<file path="src/pfc_pkg.sv">
// Package: shared constants, types and helpers for the polygon frustum clipper.
`timescale 1ns / 1ps
`default_nettype none
package pfc_pkg;

  localparam int MAX_VERTS_DEF = 16;
  localparam int FRAC_BITS_DEF = 16;
  localparam int NUM_ATTR      = 6;
  localparam int NUM_PLANES    = 4;
  localparam int WORD_W        = 32;
  localparam int VERT_W        = NUM_ATTR * WORD_W;

  typedef logic [NUM_ATTR-1:0][WORD_W-1:0] vert_t;

  typedef enum logic [1:0] {
    WS_IN,
    WS_PREV,
    WS_NV
  } wsrc_t;

  localparam logic [1:0] PL_LEFT   = 2'd0;
  localparam logic [1:0] PL_RIGHT  = 2'd1;
  localparam logic [1:0] PL_TOP    = 2'd2;
  localparam logic [1:0] PL_BOTTOM = 2'd3;

  localparam int ATTR_X = 0;
  localparam int ATTR_Y = 1;
  localparam int ATTR_Z = 2;

  typedef struct packed {
    logic       wr_en;
    wsrc_t      wr_sel;
    logic       rd_en;
    logic       lat_prev;
    logic       lat_cur;
    logic       shift_prev;
    logic       div_init;
    logic       div_step;
    logic       mul_en;
    logic [2:0] mul_idx;
    logic       acc_en;
    logic [2:0] acc_idx;
    logic [1:0] plane;
    logic       out_load;
    logic       out_empty;
    logic       out_last;
    logic       out_ovf;
  } cmd_t;

  typedef struct packed {
    logic da_neg;
    logic db_neg;
  } stat_t;

  function automatic logic [WORD_W-1:0] plane_dist(input logic [1:0] plane, input vert_t vx);
    logic [WORD_W-1:0] d;
    case (plane)
      PL_LEFT:   d = vx[ATTR_X] + vx[ATTR_Z];
      PL_RIGHT:  d = vx[ATTR_Z] - vx[ATTR_X];
      PL_TOP:    d = vx[ATTR_Y] + vx[ATTR_Z];
      PL_BOTTOM: d = vx[ATTR_Z] - vx[ATTR_Y];
      default:   d = vx[ATTR_Z] - vx[ATTR_Y];
    endcase
    return d;
  endfunction

endpackage
`default_nettype wire

</file>
<file path="src/pfc_ctrl.sv">
// Controller: load, four clip passes and output sequencing.
`timescale 1ns / 1ps
`default_nettype none
module pfc_ctrl #(
  parameter int MAX_VERTS = pfc_pkg::MAX_VERTS_DEF,
  parameter int FRAC_BITS = pfc_pkg::FRAC_BITS_DEF,
  localparam int IW = $clog2(MAX_VERTS),
  localparam int AW = IW + 1
) (
  input  wire              clk,
  input  wire              rst_n,
  input  wire              in_tvalid,
  input  wire              in_tlast,
  output logic             in_tready,
  output logic             out_tvalid,
  input  wire              out_tready,
  input  pfc_pkg::stat_t   stat,
  output pfc_pkg::cmd_t    cmd,
  output logic [AW-1:0]    rd_addr,
  output logic [AW-1:0]    wr_addr
);

  localparam int CW = $clog2(MAX_VERTS + 1);
  localparam int BW = $clog2(FRAC_BITS + 2);
  localparam logic [CW-1:0] MAXC = CW'(MAX_VERTS);

  typedef enum logic [3:0] {
    S_LOAD, S_PSTART, S_PRIME, S_FETCH, S_EDGE, S_DIV, S_MUL, S_PUSHI,
    S_NEXT, S_PEND, S_OSTART, S_ORD, S_OHOLD
  } state_t;

  state_t          state_r, state_nxt;
  logic [CW-1:0]   cnt_r, cnt_nxt, n_r, n_nxt, r_r, r_nxt, b_r, b_nxt, k_r, k_nxt;
  logic [1:0]      plane_r, plane_nxt;
  logic            src_r, src_nxt, ovf_r, ovf_nxt;
  logic [BW-1:0]   bit_r, bit_nxt;
  logic [2:0]      mk_r, mk_nxt;
  logic [CW-1:0]   b_inc, k_inc, n_dec;

  assign b_inc = b_r + 1'b1;
  assign k_inc = k_r + 1'b1;
  assign n_dec = n_r - 1'b1;

  always_ff @(posedge clk) begin
    if (!rst_n) begin
      state_r <= S_LOAD;
      cnt_r   <= '0;
      n_r     <= '0;
      r_r     <= '0;
      b_r     <= '0;
      k_r     <= '0;
      plane_r <= '0;
      src_r   <= 1'b0;
      ovf_r   <= 1'b0;
      bit_r   <= '0;
      mk_r    <= '0;
    end else begin
      state_r <= state_nxt;
      cnt_r   <= cnt_nxt;
      n_r     <= n_nxt;
      r_r     <= r_nxt;
      b_r     <= b_nxt;
      k_r     <= k_nxt;
      plane_r <= plane_nxt;
      src_r   <= src_nxt;
      ovf_r   <= ovf_nxt;
      bit_r   <= bit_nxt;
      mk_r    <= mk_nxt;
    end
  end

  assign in_tready  = (state_r == S_LOAD);
  assign out_tvalid = (state_r == S_OHOLD);

  always_comb begin
    state_nxt = state_r;
    cnt_nxt   = cnt_r;
    n_nxt     = n_r;
    r_nxt     = r_r;
    b_nxt     = b_r;
    k_nxt     = k_r;
    plane_nxt = plane_r;
    src_nxt   = src_r;
    ovf_nxt   = ovf_r;
    bit_nxt   = bit_r;
    mk_nxt    = mk_r;
    cmd       = '0;
    cmd.wr_sel = pfc_pkg::WS_IN;
    cmd.plane = plane_r;
    cmd.out_ovf = ovf_r;
    cmd.mul_idx = mk_r;
    cmd.acc_idx = mk_r - 3'd1;
    rd_addr   = '0;
    wr_addr   = '0;
    case (state_r)
      S_LOAD: begin
        if (in_tvalid) begin
          if (cnt_r < MAXC) begin
            cmd.wr_en  = 1'b1;
            cmd.wr_sel = pfc_pkg::WS_IN;
            wr_addr    = {1'b0, cnt_r[IW-1:0]};
            cnt_nxt    = cnt_r + 1'b1;
          end else begin
            ovf_nxt = 1'b1;
          end
          if (in_tlast) begin
            n_nxt     = (cnt_r < MAXC) ? cnt_r + 1'b1 : cnt_r;
            plane_nxt = '0;
            src_nxt   = 1'b0;
            state_nxt = S_PSTART;
          end
        end
      end
      S_PSTART: begin
        r_nxt = '0;
        b_nxt = '0;
        if (n_r < CW'(3)) begin
          n_nxt     = '0;
          state_nxt = S_PEND;
        end else begin
          cmd.rd_en = 1'b1;
          rd_addr   = {src_r, n_dec[IW-1:0]};
          state_nxt = S_PRIME;
        end
      end
      S_PRIME: begin
        cmd.lat_prev = 1'b1;
        cmd.rd_en    = 1'b1;
        rd_addr      = {src_r, b_r[IW-1:0]};
        state_nxt    = S_FETCH;
      end
      S_FETCH: begin
        cmd.lat_cur = 1'b1;
        state_nxt   = S_EDGE;
      end
      S_EDGE: begin
        if (!stat.da_neg) begin
          if (r_r < MAXC) begin
            cmd.wr_en  = 1'b1;
            cmd.wr_sel = pfc_pkg::WS_PREV;
            wr_addr    = {~src_r, r_r[IW-1:0]};
            r_nxt      = r_r + 1'b1;
          end else begin
            ovf_nxt = 1'b1;
          end
        end
        if (stat.da_neg != stat.db_neg) begin
          cmd.div_init = 1'b1;
          bit_nxt      = '0;
          state_nxt    = S_DIV;
        end else begin
          state_nxt = S_NEXT;
        end
      end
      S_DIV: begin
        cmd.div_step = 1'b1;
        bit_nxt      = bit_r + 1'b1;
        if (bit_r == BW'(FRAC_BITS)) begin
          mk_nxt    = '0;
          state_nxt = S_MUL;
        end
      end
      S_MUL: begin
        cmd.mul_en = (mk_r < 3'(pfc_pkg::NUM_ATTR));
        cmd.acc_en = (mk_r != 3'd0);
        mk_nxt     = mk_r + 3'd1;
        if (mk_r == 3'(pfc_pkg::NUM_ATTR)) state_nxt = S_PUSHI;
      end
      S_PUSHI: begin
        if (r_r < MAXC) begin
          cmd.wr_en  = 1'b1;
          cmd.wr_sel = pfc_pkg::WS_NV;
          wr_addr    = {~src_r, r_r[IW-1:0]};
          r_nxt      = r_r + 1'b1;
        end else begin
          ovf_nxt = 1'b1;
        end
        state_nxt = S_NEXT;
      end
      S_NEXT: begin
        cmd.shift_prev = 1'b1;
        b_nxt          = b_inc;
        if (b_inc == n_r) begin
          state_nxt = S_PEND;
        end else begin
          cmd.rd_en = 1'b1;
          rd_addr   = {src_r, b_inc[IW-1:0]};
          state_nxt = S_FETCH;
        end
      end
      S_PEND: begin
        n_nxt     = r_r;
        src_nxt   = ~src_r;
        plane_nxt = plane_r + 2'd1;
        state_nxt = (plane_r == 2'(pfc_pkg::NUM_PLANES - 1)) ? S_OSTART : S_PSTART;
      end
      S_OSTART: begin
        k_nxt = '0;
        if (n_r == '0) begin
          cmd.out_load  = 1'b1;
          cmd.out_empty = 1'b1;
          cmd.out_last  = 1'b1;
          state_nxt     = S_OHOLD;
        end else begin
          cmd.rd_en = 1'b1;
          rd_addr   = {src_r, {IW{1'b0}}};
          state_nxt = S_ORD;
        end
      end
      S_ORD: begin
        cmd.out_load = 1'b1;
        cmd.out_last = (k_inc == n_r);
        state_nxt    = S_OHOLD;
      end
      S_OHOLD: begin
        if (out_tready) begin
          if (n_r == '0 || k_inc == n_r) begin
            cnt_nxt   = '0;
            ovf_nxt   = 1'b0;
            plane_nxt = '0;
            state_nxt = S_LOAD;
          end else begin
            k_nxt     = k_inc;
            cmd.rd_en = 1'b1;
            rd_addr   = {src_r, k_inc[IW-1:0]};
            state_nxt = S_ORD;
          end
        end
      end
      default: state_nxt = S_LOAD;
    endcase
  end

endmodule
`default_nettype wire

</file>
<file path="config.mk">
export PLATFORM = sky130hd
export DESIGN_NAME = pfc_ctrl
export DESIGN_NICKNAME = d
export VERILOG_FILES = /design/src/pfc_pkg.sv /design/src/pfc_ctrl.sv
export SDC_FILE = /design/constraint.sdc
export NUM_CORES = 1
export LEC_CHECK = 0
export BUFFER_PORTS_ARGS = -buffer_cell sky130_fd_sc_hd__buf_2
export CAP_MARGIN = 25
export CORE_MARGIN = 1.5
export CORE_UTILIZATION = 40
export CTS_BUF_LIST = sky130_fd_sc_hd__clkbuf_4 sky130_fd_sc_hd__clkbuf_8
export CTS_CLUSTER_SIZE = 16
export DETAILED_ROUTE_END_ITERATION = 8
export PLACE_DENSITY = 0.63
export SYNTH_ARGS = -nofsm -noshare
export SYNTH_HDL_FRONTEND = slang
export SYNTH_SLANG_ARGS = --single-unit
export TNS_END_PERCENT = 20
</file>
<file path="constraint.sdc">
create_clock -name clk -period 2.8 [get_ports clk]
set_input_delay 0.56 -clock clk [delete_from_list [all_inputs] [get_ports clk]]
set_output_delay 0.56 -clock clk [all_outputs]
set_load 0.02 [all_outputs]
</file>
Yosys cells after proc, flatten, opt, wreduce, memory -nomap -nowiden
Index checks and enable logic that the tools add are counted.

Add/subtract/negate cells: 9. $lt $le $gt $ge: 4. Eq/ne operators: 29. Mux-type cells: 82. Bitwise operators: 1. Reduce and logical (&&, ||, !) cells: 24.

Operators with widths (number): $mux W5 (19); $pmux W4 S13 (1); $mux W4 (12); $pmux W5 S3 (3); $pmux W5 S2 (4); $add A5 B1 Y5 const B (5); $pmux W5 S5 (1); $mux W3 (8); $mux W1 (22); $eq A4 B4 Y1 const B (5); $ne A2 B2 Y1 const B (9); $eq A4 B3 Y1 const B (4); $reduce_bool A2 Y1 (6); $reduce_bool A3 Y1 (4); $eq A5 B5 Y1 (2); $lt A5 B5 Y1 const B (2); $reduce_and A5 Y1 (2); $pmux W3 S3 (1); $eq A4 B2 Y1 const B (2); $mux W2 (4); $reduce_and A4 Y1 (2); $pmux W1 S2 (3); $pmux W2 S3 (1); $pmux W3 S2 (1); other kinds (22) (26).

Flip-flop bits (word level): 41. Output and inout port bits: 35. Logic and storage cells: 160.

Longest topological paths before layout
Gate-level depths: netlist of the first run.

Depth in word-level cells: 6. Depth in mapped cells: 10.

Worst setup path after synthesis of the first run
Ideal clock, no wire load.

Path type: flip-flop to output port. Start point: reg state_r[3]. End point: out rd_addr[4]. Arrival time: 1.950 ns. Data required time: 2.240 ns. Path slack: 0.290 ns. Cell stages (with the launch flop): 10. Cells stage by stage: dfxtp_1 -> buf_2 -> nand2b_1 -> or2_1 -> clkbuf_1 -> inv_2 -> nand2_1 -> nor3_2 -> nor2_1 -> a21boi_1.

Cells in the longest elaborated chain, start to end: 2.

RTL lines: start, declared (line pfc_ctrl.sv:32) `state_t state_r, state_nxt;`; start signal, assigned (line pfc_ctrl.sv:58) `state_r <= state_nxt;`; $eq A4 B4 Y1; named net out_tvalid (line pfc_ctrl.sv:15) `output logic out_tvalid,`; $pmux W5 S5 (line pfc_ctrl.sv:95) `case (state_r)`; end, declared (line pfc_ctrl.sv:19) `output logic [AW-1:0] rd_addr,`.

The timed path passes the listed nets, and every way through them passes these cells.

Final worst setup path of the first run
Start point: reg b_r[1]. End point: out rd_addr[0].

Cells in the longest elaborated chain, start to end: 4.

RTL lines: start, declared (line pfc_ctrl.sv:33) `logic [CW-1:0] cnt_r, cnt_nxt, n_r, n_nxt, r_r, r_nxt, b_r, b_nxt, k_r, k_nxt;`; start signal, assigned (line pfc_ctrl.sv:62) `b_r <= b_nxt;`; $add A5 B1 Y5 (line pfc_ctrl.sv:40) `assign b_inc = b_r + 1'b1;`; $eq A5 B5 Y1 (line pfc_ctrl.sv:183) `if (b_inc == n_r) begin`; $mux W5 (line pfc_ctrl.sv:183); $pmux W5 S5 (line pfc_ctrl.sv:95).

Every way passes these cells.

==> flow_metrics.tcl, run 1 <==
set metrics [dict create \
    arrival_ns 2.20 \
    n_antenna_cell 0 \
    tightest_slew_ns 0.575 \
    ys_types 63 \
    power_switching_uw 530 \
    path_clk_slew_ns 0.09 \
    synth.area.top_cells "dfxtp_1 (27%), nor2_1 (6.0%), ha_1 (5.9%), a21oi_1 (5.5%), nand2_1 (5.4%)" \
    grt_util_all_layers_pct 22.4 \
    synth_top_area_share_pct 27.5 \
    clock-sinks 41 \
    worst_ep_required_time_ns 2.24 \
    holdPathStages 1 \
    routed_wl_um 8480 \
    status "completed" \
    r2r-start "state_r[1]$_SDFFE_PN0P_" \
    critPathMaxFanout 6 \
    synth_largest_area_cell "dfxtp_1" \
    r2r_setup_slack_ns 0.50 \
    vias 3076 \
    ys_ff_latch 41 \
    ant_nets 0 \
    syn_inst 403 \
    fill_cells 735 \
    port-buffer-count 41 \
    register_area_um2 831 \
    maxSlewHeadroom_pct 61.4 \
    fin_nets 468 \
    grt_pass1_vias 2875 \
    row_count 31 \
    rsz0062_at_grt "yes" \
    gp_congestion 0.894 \
    combPwrFrac_pct 29.0 \
    dp_hpwl_um 6210 \
    r2r-end "n_r[2]$_SDFFE_PN0P_" \
    core_area_um2 7250 \
    synth_area_um2 2990 \
    synth-main-ff-cell "dfxtp_1" \
    drv_slew 0 \
    hold_end "bit_r[4]$_SDFFE_PN0P_" \
    p_sw_share_pct 33.8 \
    p_per_area_nw_per_um2 436 \
    total_power_mw 1.57 \
    min_period_ns 2.76 \
    p_clk_share_pct 31.0 \
    syn_to_final_growth_pct 20.4 \
    grt_max_degree 29 \
    io_pins 42 \
    first_pass_iters 4 \
    peakVddDrop_v 0.000244 \
    clk_path_buf_depth 2 \
    initial_core_util_pct 41.2 \
    multi_input_area_um2 2120 \
    fmax_mhz 363 \
    maxCapViolCount 0 \
    die_h_um 89.4 \
    pwr-share-seq_pct 40.0 \
    synth_edf_count 0 \
    drc 0 \
    finalHoldViolCount 0 \
    fin_util_pct 49.6 \
    dieArea_um2 8000 \
    die_w_um 89.4 \
    antenna_found_initial 0 \
    yosys_warnings 0 \
    endpoint_kind "output pin" \
    grt_overflow 0 \
    fin_crit_sh_pct 98.4 \
    avgViaCountPerCell 5.63 \
    highest_layer "met4" \
    r2r_cells 10 \
    grt_pass1_wl_um 13900 \
    worst_skew_pair.late_latency_ns 0.30 \
    wl_met2_um 3850 \
    routedWlPerCell_um 15.5 \
    wl_met3_um 549 \
    cts_tree "done" \
    finalSetupViolations 0 \
    syn_nets 424 \
    cts_root_buffer "clkbuf_8" \
    hp-class "reg -> reg" \
    path_class "reg -> out" \
    wl_met1_um 4000 \
    drtIter0Drc 235 \
    intPower_mw 1.04 \
    avgSynthCellArea_um2 7.42 \
    ys_seq_area_share_pct 27.5 \
    start_kind "flop" \
    htree_levels 2 \
    cts_buffers 5 \
    worstHoldStart "bit_r[4]$_SDFFE_PN0P_" \
    final_layout_size_suffix_gt1_share_pct 23.5 \
    async_reset_ff_share_pct 0 \
    cp-startpoint "b_r[1]$_SDFFE_PN0P_" \
    fin_skew_ns 0.00459 \
    power_leakage_nw 1.52 \
]
## power by group through the flow
| stage | clock network [mW] | registers, mW | logic, mW |
|---|---|---|---|
| 4_1_cts | 0.490 | 0.626 | 0.427 |
| 6_report | 0.486 | 0.629 | 0.455 |
| 2_1_floorplan | 0 | 0.627 | 0.310 |
| 5_1_grt | 0.512 | 0.632 | 0.503 |
| 3_5_place_dp | 0 | 0.639 | 0.417 |
| 3_3_place_gp | 0 | 0.638 | 0.416 |
## repair_timing
| item | 4_1_cts | 5_1_grt |
|---|---|---|
| hold buffers | 0 | 0 |
| cloned | 0 | 0 |
| setup endpoints to repair | 6 | 9 |
| pin swaps | 1 | 5 |
| gates resized for setup | 7 | 24 |
| buffers inserted | 1 | 2 |
## metrics by stage
step                      cells  hold slack [ns]  setup WS, ns  setup TNS (ns)  area [um^2]
final                       546            0.470        0.0443               0         3600
after global routing        546            0.483       -0.0525          -0.146         3600
after CTS                   544            0.470       -0.0306         -0.0306         3490
after detailed placement    536            0.458         0.198               0         3340
after global placement      536            0.452         0.234               0         3340
after floorplan             403            0.423         0.290               0         2990
## synthesized netlist by cell type (3+ instances only)
master / n
a21oi_1: 33
a221oi_1: 4
a22o_1: 4
a22oi_1: 3
a31oi_1: 9
and3_1: 4
buf_2: 7
clkbuf_1: 13
dfxtp_1: 41
ha_1: 14
inv_1: 14
inv_2: 3
mux2i_1: 7
nand2_1: 43
nand2b_1: 8
nand3_1: 14
nand4_1: 4
nor2_1: 48
nor2b_1: 4
nor3_1: 16
o211ai_1: 3
o21ai_0: 16
o21ai_1: 6
o22ai_1: 5
or2_2: 3
or3_1: 4
xnor2_1: 9
xor2_1: 16
## layer usage
| metal | GRT usage [%] | vias to the layer above |
|---|---|---|
| li1 | - | 1520 |
| met1 | 32.0 | 1445 |
| met2 | 34.6 | 102 |
| met3 | 4.62 | 9 |
| met4 | 5.45 | 0 |
| met5 | 0 | - |
## cells in the final DEF, fill, tap and decap left out, types with 3 or more instances in the layout
cell / netlist / final
xnor2_1: 9 / 7
nand2_1: 43 / 42
a21oi_1: 33 / 33
o211ai_1: 3 / 3
nor3_1: 16 / 14
dfxtp_2: 0 / 8
buf_2: 7 / 39
a22oi_1: 3 / 3
or2_2: 3 / 3
nand2b_1: 8 / 8
nor2b_1: 4 / 4
nand3_1: 14 / 12
or3_1: 4 / 4
inv_1: 14 / 14
a22o_1: 4 / 4
dfxtp_1: 41 / 33
ha_1: 14 / 12
o22ai_1: 5 / 5
and3_1: 4 / 4
nor2_1: 48 / 47
nor3_2: 2 / 3
buf_4: 2 / 22
nand4_1: 4 / 4
inv_2: 3 / 3
a31oi_1: 9 / 8
mux2i_1: 7 / 7
xor2_1: 16 / 14
o21ai_0: 16 / 14
o21ai_1: 6 / 8
clkbuf_8: 0 / 5
a221oi_1: 4 / 3
## cell type report
type	count	share of cell area (%)
inverters	17	1.77
flip-flops and latches	41	23.1
multi-input cells	321	58.8
clock inverters	2	0.974
clock buffers	5	1.91
repair buffers	61	10.0
well taps	99	3.44
## worst max-delay path: stages (launching register included)
cell and delay, ns:
dfxtp_1 0.35, ha_2 0.22, and3b_1 0.16, or3_1 0.35, a21o_1 0.22, nand3_1 0.15
nand2_2 0.10, o211ai_1 0.17, buf_4 0.17
## kinds of logic after synthesis
| logic type | Yosys count | synth area share (%) |
|---|---|---|
| flops | 41 | 27.5 |
| xor+xnor | 25 | 7.33 |
| simple gates | 168 | 28.1 |
| buf+inv | 41 | 5.69 |
| fa+ha+maj | 14 | 5.86 |
| compound gates | 106 | 22.8 |
| mux | 8 | 2.72 |
## sequential cells by signal (all words and copies together), names as in the netlist
name / cells
ovf_r: 1
n_r: 5
state_r: 4
b_r: 5
r_r: 5
cnt_r: 5
src_r: 1
mk_r: 3
plane_r: 2
bit_r: 5
k_r: 5
## worst max-delay path by stage
| stage | depth (start not counted) | to | slack [ns] |
|---|---|---|---|
| floorplan | 9 | rd_addr[4] | 0.29 |
| global placement | 8 | rd_addr[3] | 0.23 |
| detailed placement | 8 | rd_addr[3] | 0.20 |
| CTS | 8 | rd_addr[3] | -0.03 |
| global route | 8 | rd_addr[0] | -0.05 |
| finish | 8 | rd_addr[0] | 0.04 |
Power figures use the tool's default switching activity.
==> inputs of run 2 (changes only) <==
--- a/constraint.sdc
+++ b/constraint.sdc
@@ -3,2 +3,2 @@
 set_output_delay 0.56 -clock clk [all_outputs]
-set_load 0.02 [all_outputs]
+set_load 0.005 [all_outputs]
==> run 2 against run 1 <==
Against the previous run:
- sequential share of layout area up 0.33 points
- wire length up 1.8%
- via count up 1.3%
- clock power down 17%
- count of clock-buffer cells in the layout up 1
- largest cell class unchanged
- highest routed layer unchanged
==> flow_metrics.tcl, run 2 (synthesized netlist as in run 1, its figures left out) <==
set metrics [dict create \
    status "completed" \
    placement.cell_area_um2 3320 \
    intPower_uw 956 \
    final_cell_mix "nor2_1 (48), nand2_1 (42), buf_2 (41)" \
    worst_ep_required_time_ns 2.24 \
    antenna_found_initial 0 \
    port-buffer-count 41 \
    rsz0062_at_grt "yes" \
    arrival_ns 2.15 \
    cts_root_buffer "clkbuf_8" \
    drc 0 \
    fin_crit_sh_pct 96.7 \
    htree_levels 2 \
    endpoint_kind "output pin" \
    clock-sinks 41 \
    min_period_ns 2.71 \
    finalInstanceArea_um2 3600 \
    grt_overflow 0 \
    final_common_cell "nor2_1" \
    finalSetupViolations 0 \
    path_clk_slew_ns 0.08 \
    power_switching_uw 514 \
    peakVddDrop_v 0.000322 \
    final_layout_size_suffix_gt1_share_pct 24.0 \
    pwr-share-seq_pct 42.7 \
    fin_util_pct 49.6 \
    n_antenna_cell 0 \
    cts_buffers 5 \
    use_met2_pct 33.8 \
    die_w_um 89.4 \
    met3_usage_pct 3.79 \
    avgViaCountPerCell 5.73 \
    vias 3116 \
    maxCapViolCount 0 \
    drv_slew 0 \
    max_stage_delay_ns 0.38 \
    grt_max_degree 29 \
    grt_util_all_layers_pct 22.4 \
    gp_congestion 0.877 \
    dp_hpwl_um 6160 \
    die_h_um 89.4 \
    routed_wl_um 8630 \
    first_pass_iters 5 \
    hp-class "reg -> reg" \
    finalHoldViolCount 0 \
    start_kind "flop" \
    crit_chain "ha_4 -> xor2_4 -> xor2_2 -> nor4_4 -> or2_4 -> o32a_1 -> nand3_1 -> buf_2" \
    p_clk_share_pct 27.6 \
    drtIter0Drc 223 \
    p_sw_share_pct 34.9 \
    row_count 31 \
    fin_skew_ns 0.00550 \
    dieArea_um2 8000 \
    grt.busiest_layer "met2" \
    syn_to_final_growth_pct 20.3 \
    maxSlewHeadroom_pct 58.3 \
    slowest_stage "dfxtp_4" \
    grt_pass1_vias 2800 \
    tightest_slew_ns 0.621 \
    ant_nets 0 \
    worst_skew_pair.late_latency_ns 0.30 \
    routedWlPerCell_um 15.9 \
    grt_pass1_wl_um 13800 \
    clk_path_buf_depth 2 \
    core_area_um2 7250 \
    grt_use_met1_pct 32.5 \
    holdBufCountCts 0 \
    critPathMaxFanout 3 \
    power_leakage_nw 1.49 \
    fmax_mhz 370 \
    cts_tree "done" \
    combPwrFrac_pct 29.7 \
    fin_nets 465 \
    p_per_area_nw_per_um2 409 \
    path_class "reg -> out" \
    initial_core_util_pct 41.2 \
    io_pins 42 \
]
[run 2: cell count changes in the layout (fill, tap and decap cells not counted), moves of 2 or more]
cell / change
buf_4: -5
dfxtp_4: +4
dfxtp_2: -3
buf_2: +2
[run 2: per-layer routing]
layer	wire length, um	vias up
li1	-	1510
met1	4050	1458
met2	3820	137
met3	651	11
met4	102	0
met5	0	-
[run 2: area by class of cell]
cell class / count / area (um^2)
fill: 723 / 3660
sequential: 41 / 842
multi-input combinational: 321 / 2150
inverter: 17 / 63.8
clock buffer: 6 / 76.3
timing repair buffer: 58 / 333
clock inverter: 2 / 10.0
tap: 99 / 124
[run 2: path summary, 6_finish.rpt]
| kind | depth (start not counted) | end | slack, ns | startpoint |
|---|---|---|---|---|
| setup / recovery | 8 | rd_addr[3] | 0.09 | k_r[1]$_SDFFE_PN0P_ |
| hold / removal | 1 | bit_r[4]$_SDFFE_PN0P_ | 0.48 | bit_r[4]$_SDFFE_PN0P_ |
| setup reg to reg | 10 | n_r[3]$_SDFFE_PN0P_ | 0.49 | state_r[1]$_SDFFE_PN0P_ |
| hold reg to reg | 1 | bit_r[4]$_SDFFE_PN0P_ | 0.48 | bit_r[4]$_SDFFE_PN0P_ |
[run 2: critical path, delay by kind of cell, from the launching register on]
family | cells | cell delay [ns]
AOI/OAI and AO/OA | 1 | 0.34
adders and majority gates | 1 | 0.18
DFF | 1 | 0.38
xor gates and xnor gates | 2 | 0.40
and+or+nand+nor | 3 | 0.43
buffers and inverters | 1 | 0.11
[run 2: stage by stage]
step           hold WS [ns]  power, mW   TNS, ns  std cells  setup slack [ns]
6_report              0.478       1.47         0        544            0.0938
5_1_grt               0.496       1.55   -0.0440        544           -0.0227
4_1_cts               0.473       1.45  -0.00801        541          -0.00492
3_5_place_dp          0.456       1.04         0        533             0.197
3_3_place_gp          0.451       1.04         0        533             0.232
2_1_floorplan         0.423      0.918         0        403             0.386
[run 2: power by group through the flow]
stage / Combinational [mW] / Sequential (mW) / Clock (mW)
final: 0.437 / 0.628 / 0.405
after global placement: 0.395 / 0.641 / 0
after floorplan: 0.291 / 0.627 / 0
after CTS: 0.409 / 0.628 / 0.414
after global routing: 0.483 / 0.631 / 0.438
after detailed placement: 0.399 / 0.641 / 0
[run 2: timing repair]
item	in CTS	in global routing
setup endpoints to repair	6	6
buffers inserted	0	3
pin swaps	1	9
gates resized for setup	9	29
==> inputs of run 3 (changes only) <==
ABC_AREA = 1   (was default)
==> run 3 against run 2 <==
Against the previous run:
- utilization fell by 1.2 points
- setup slack improved by 0.053 ns
- fmax rose by 2.0%
- die area fell by 4.2%
- final area fell by 7.7%
- sequential share of layout area rose by 1.4 points
- clock skew fell by 0.00051 ns
- clock power rose by 29%
- sequential power rose by 4.6%
- combinational power fell by 8.5%
==> flow_metrics.tcl, run 3 <==
set metrics [dict create \
    cts_tree "done" \
    ys_top_cells_by_count "nand2_1 (106), inv_1 (55), nor2_1 (51)" \
    n_antenna_cell 0 \
    async_reset_ff_share_pct 0 \
    max_stage_delay_ns 0.43 \
    syn_to_final_growth_pct 16.1 \
    cp-startpoint "n_r[0]$_SDFFE_PN0P_" \
    path_clk_slew_ns 0.08 \
    min_period_ns 2.65 \
    fin_skew_ns 0.00500 \
    cts_setup_buffers 0 \
    grt_pass1_vias 2661 \
    final_common_cell "nand2_1" \
    muxShareOfSynthArea_pct 0 \
    first_pass_iters 5 \
    synth_top_area_share_pct 28.7 \
    synth_compound_area_share_pct 15.1 \
    tightest_slew_ns 0.896 \
    maxSlewHeadroom_pct 40.2 \
    ys_ff_latch 41 \
    synth_edf_count 0 \
    syn_inst 444 \
    final_layout_size_suffix_gt1_share_pct 19.8 \
    dieArea_um2 7670 \
    power_leakage_nw 1.47 \
    endpoint_kind "output pin" \
    cts_buffers 5 \
    grt_util_all_layers_pct 21.4 \
    die_h_um 87.6 \
    synth_xor_area_share_pct 2.14 \
    synth_largest_area_cell "dfxtp_1" \
    arrival_ns 2.09 \
    grt_overflow 0 \
    clock-sinks 41 \
    fin_nets 509 \
    synth.area.top_cells "dfxtp_1 (29%), nand2_1 (14%), inv_1 (7.2%), nor2_1 (6.7%), a21oi_1 (6.1%)" \
    holdBufCountCts 0 \
    core_area_um2 6870 \
    routedWlPerCell_um 13.2 \
    dp_hpwl_um 6030 \
    synthAdderAreaFrac_pct 6.12 \
    finalHoldViolCount 0 \
    drv_slew 0 \
    critPathMaxFanout 7 \
    routed_wl_um 7730 \
    grt_pass1_wl_um 12900 \
    drc 0 \
    syn_nets 465 \
    avgViaCountPerCell 5.02 \
    ant_nets 0 \
    cts_root_buffer "clkbuf_8" \
    postLayoutSetupSlackWorst_ns 0.147 \
    antenna_found_initial 0 \
    synth-main-ff-cell "dfxtp_1" \
    peakVddDrop_v 0.000157 \
    path_class "reg -> out" \
    fmax_mhz 377 \
    cts_resized 0 \
    synthSimpleGateAreaFrac_pct 37.9 \
    fin_util_pct 48.3 \
    clk_path_buf_depth 2 \
    p_per_area_nw_per_um2 476 \
    status "completed" \
    ys_seq_area_share_pct 28.7 \
    slowest_stage "dfxtp_1" \
    worst_skew_pair.late_latency_ns 0.30 \
    final_cell_mix "nand2_1 (106), inv_1 (55), nor2_1 (51)" \
    start_kind "flop" \
    synth_area_um2 2860 \
    r2r-start "state_r[0]$_SDFFE_PN0P_" \
    synth.most_common_cell "nand2_1" \
    io_pins 42 \
    fill_cells 728 \
    port-buffer-count 41 \
    ys_types 41 \
    die_w_um 87.6 \
    initial_core_util_pct 41.6 \
    row_count 30 \
    fin_crit_sh_pct 94.8 \
    synth_top_family_by_area "simple AND/OR/NAND/NOR gates" \
    yosys_warnings 0 \
    grt_max_degree 25 \
    worst_ep_required_time_ns 2.24 \
    gp_congestion 0.911 \
    place_ws_ns 0.393 \
    crit_chain "inv_1 -> o21ai_0 -> nand2_2 -> inv_1 -> nor2_1 -> nand2_1 -> nor2_1 -> a21boi_1 -> buf_2" \
    htree_levels 2 \
    drtIter0Drc 161 \
    hp-class "reg -> reg" \
    maxCapViolCount 0 \
    worstHoldStart "ovf_r$_SDFFE_PN0P_" \
    vias 2939 \
    avgSynthCellArea_um2 6.44 \
    finalSetupViolations 0 \
]
==> run 3: cell types whose count changed after synthesis, moves of 7 or more <==
| cell | previous run | this run |
|---|---|---|
| nand2_2 | 0 | 10 |
| nand2_1 | 43 | 106 |
| inv_1 | 14 | 55 |
| xnor2_1 | 9 | 1 |
| xor2_1 | 16 | 6 |
| a31oi_1 | 9 | 1 |
| inv_2 | 3 | 12 |
| nand3_1 | 14 | 28 |
| clkbuf_1 | 13 | 3 |
| nand2b_1 | 8 | 0 |
| mux2i_1 | 7 | 0 |
==> run 3: per-layer routing <==
layer  wire, um  share of wire, %  track usage, %  up-vias
li1           -                 -               -     1535
met1       3650                47            29.2     1334
met2       3670                47            34.9       60
met3        301               3.9            3.02       10
met4        107               1.4            6.93        0
met5          0                 0               0        -
==> run 3: critical path: cells and delay by family, from the launching register on <==
kind            cells  cell delay, ns
compound gates      2            0.53
buf+inv             3            0.46
flops               1            0.43
simple gates        4            0.39
==> run 3: worst paths after layout <==
path	to	slack [ns]	cells after the start
setup / recovery	rd_addr[4]	0.15	9
hold / removal	ovf_r$_SDFFE_PN0P_	0.48	2
setup reg to reg	state_r[2]$_SDFFE_PN0P_	0.88	11
hold reg to reg	ovf_r$_SDFFE_PN0P_	0.48	2
==> run 3: cells by family after synthesis <==
group	after synthesis
flip-flops	41
AO/OA/AOI/OAI	76
AND/OR/NAND/NOR	232
buffers and inverters	74
XOR/XNOR	7
adder cells (fa/ha/maj)	14
==> run 3: stage by stage <==
| stage | setup TNS (ns) | cells | hold WS [ns] | instance area, um^2 | power [mW] |
|---|---|---|---|---|---|
| after floorplan | 0 | 444 | 0.449 | 2860 | 0.951 |
| after global placement | 0 | 577 | 0.468 | 3170 | 1.06 |
| after detailed placement | 0 | 577 | 0.468 | 3170 | 1.06 |
| after CTS | 0 | 585 | 0.483 | 3290 | 1.59 |
| after global routing | -0.00211 | 585 | 0.494 | 3320 | 1.68 |
| final | 0 | 585 | 0.484 | 3320 | 1.58 |
==> run 3: cell type report <==
type	instances	area, um^2	share of cell area (%)
clock inverter	1	30.0	0.904
multi-input combinational	329	1780	53.6
clock buffer	7	90.1	2.71
timing repair buffer	43	220	6.63
tap	96	120	3.62
sequential	41	825	24.8
inverter	68	255	7.69
==> run 3: power by group <==
group | total (mW) | leakage [nW] | internal (mW) | switching [mW]
registers | 0.657 | 0.334 | 0.615 | 0.0415
clock network | 0.523 | 0.0619 | 0.301 | 0.222
logic | 0.400 | 1.08 | 0.141 | 0.259
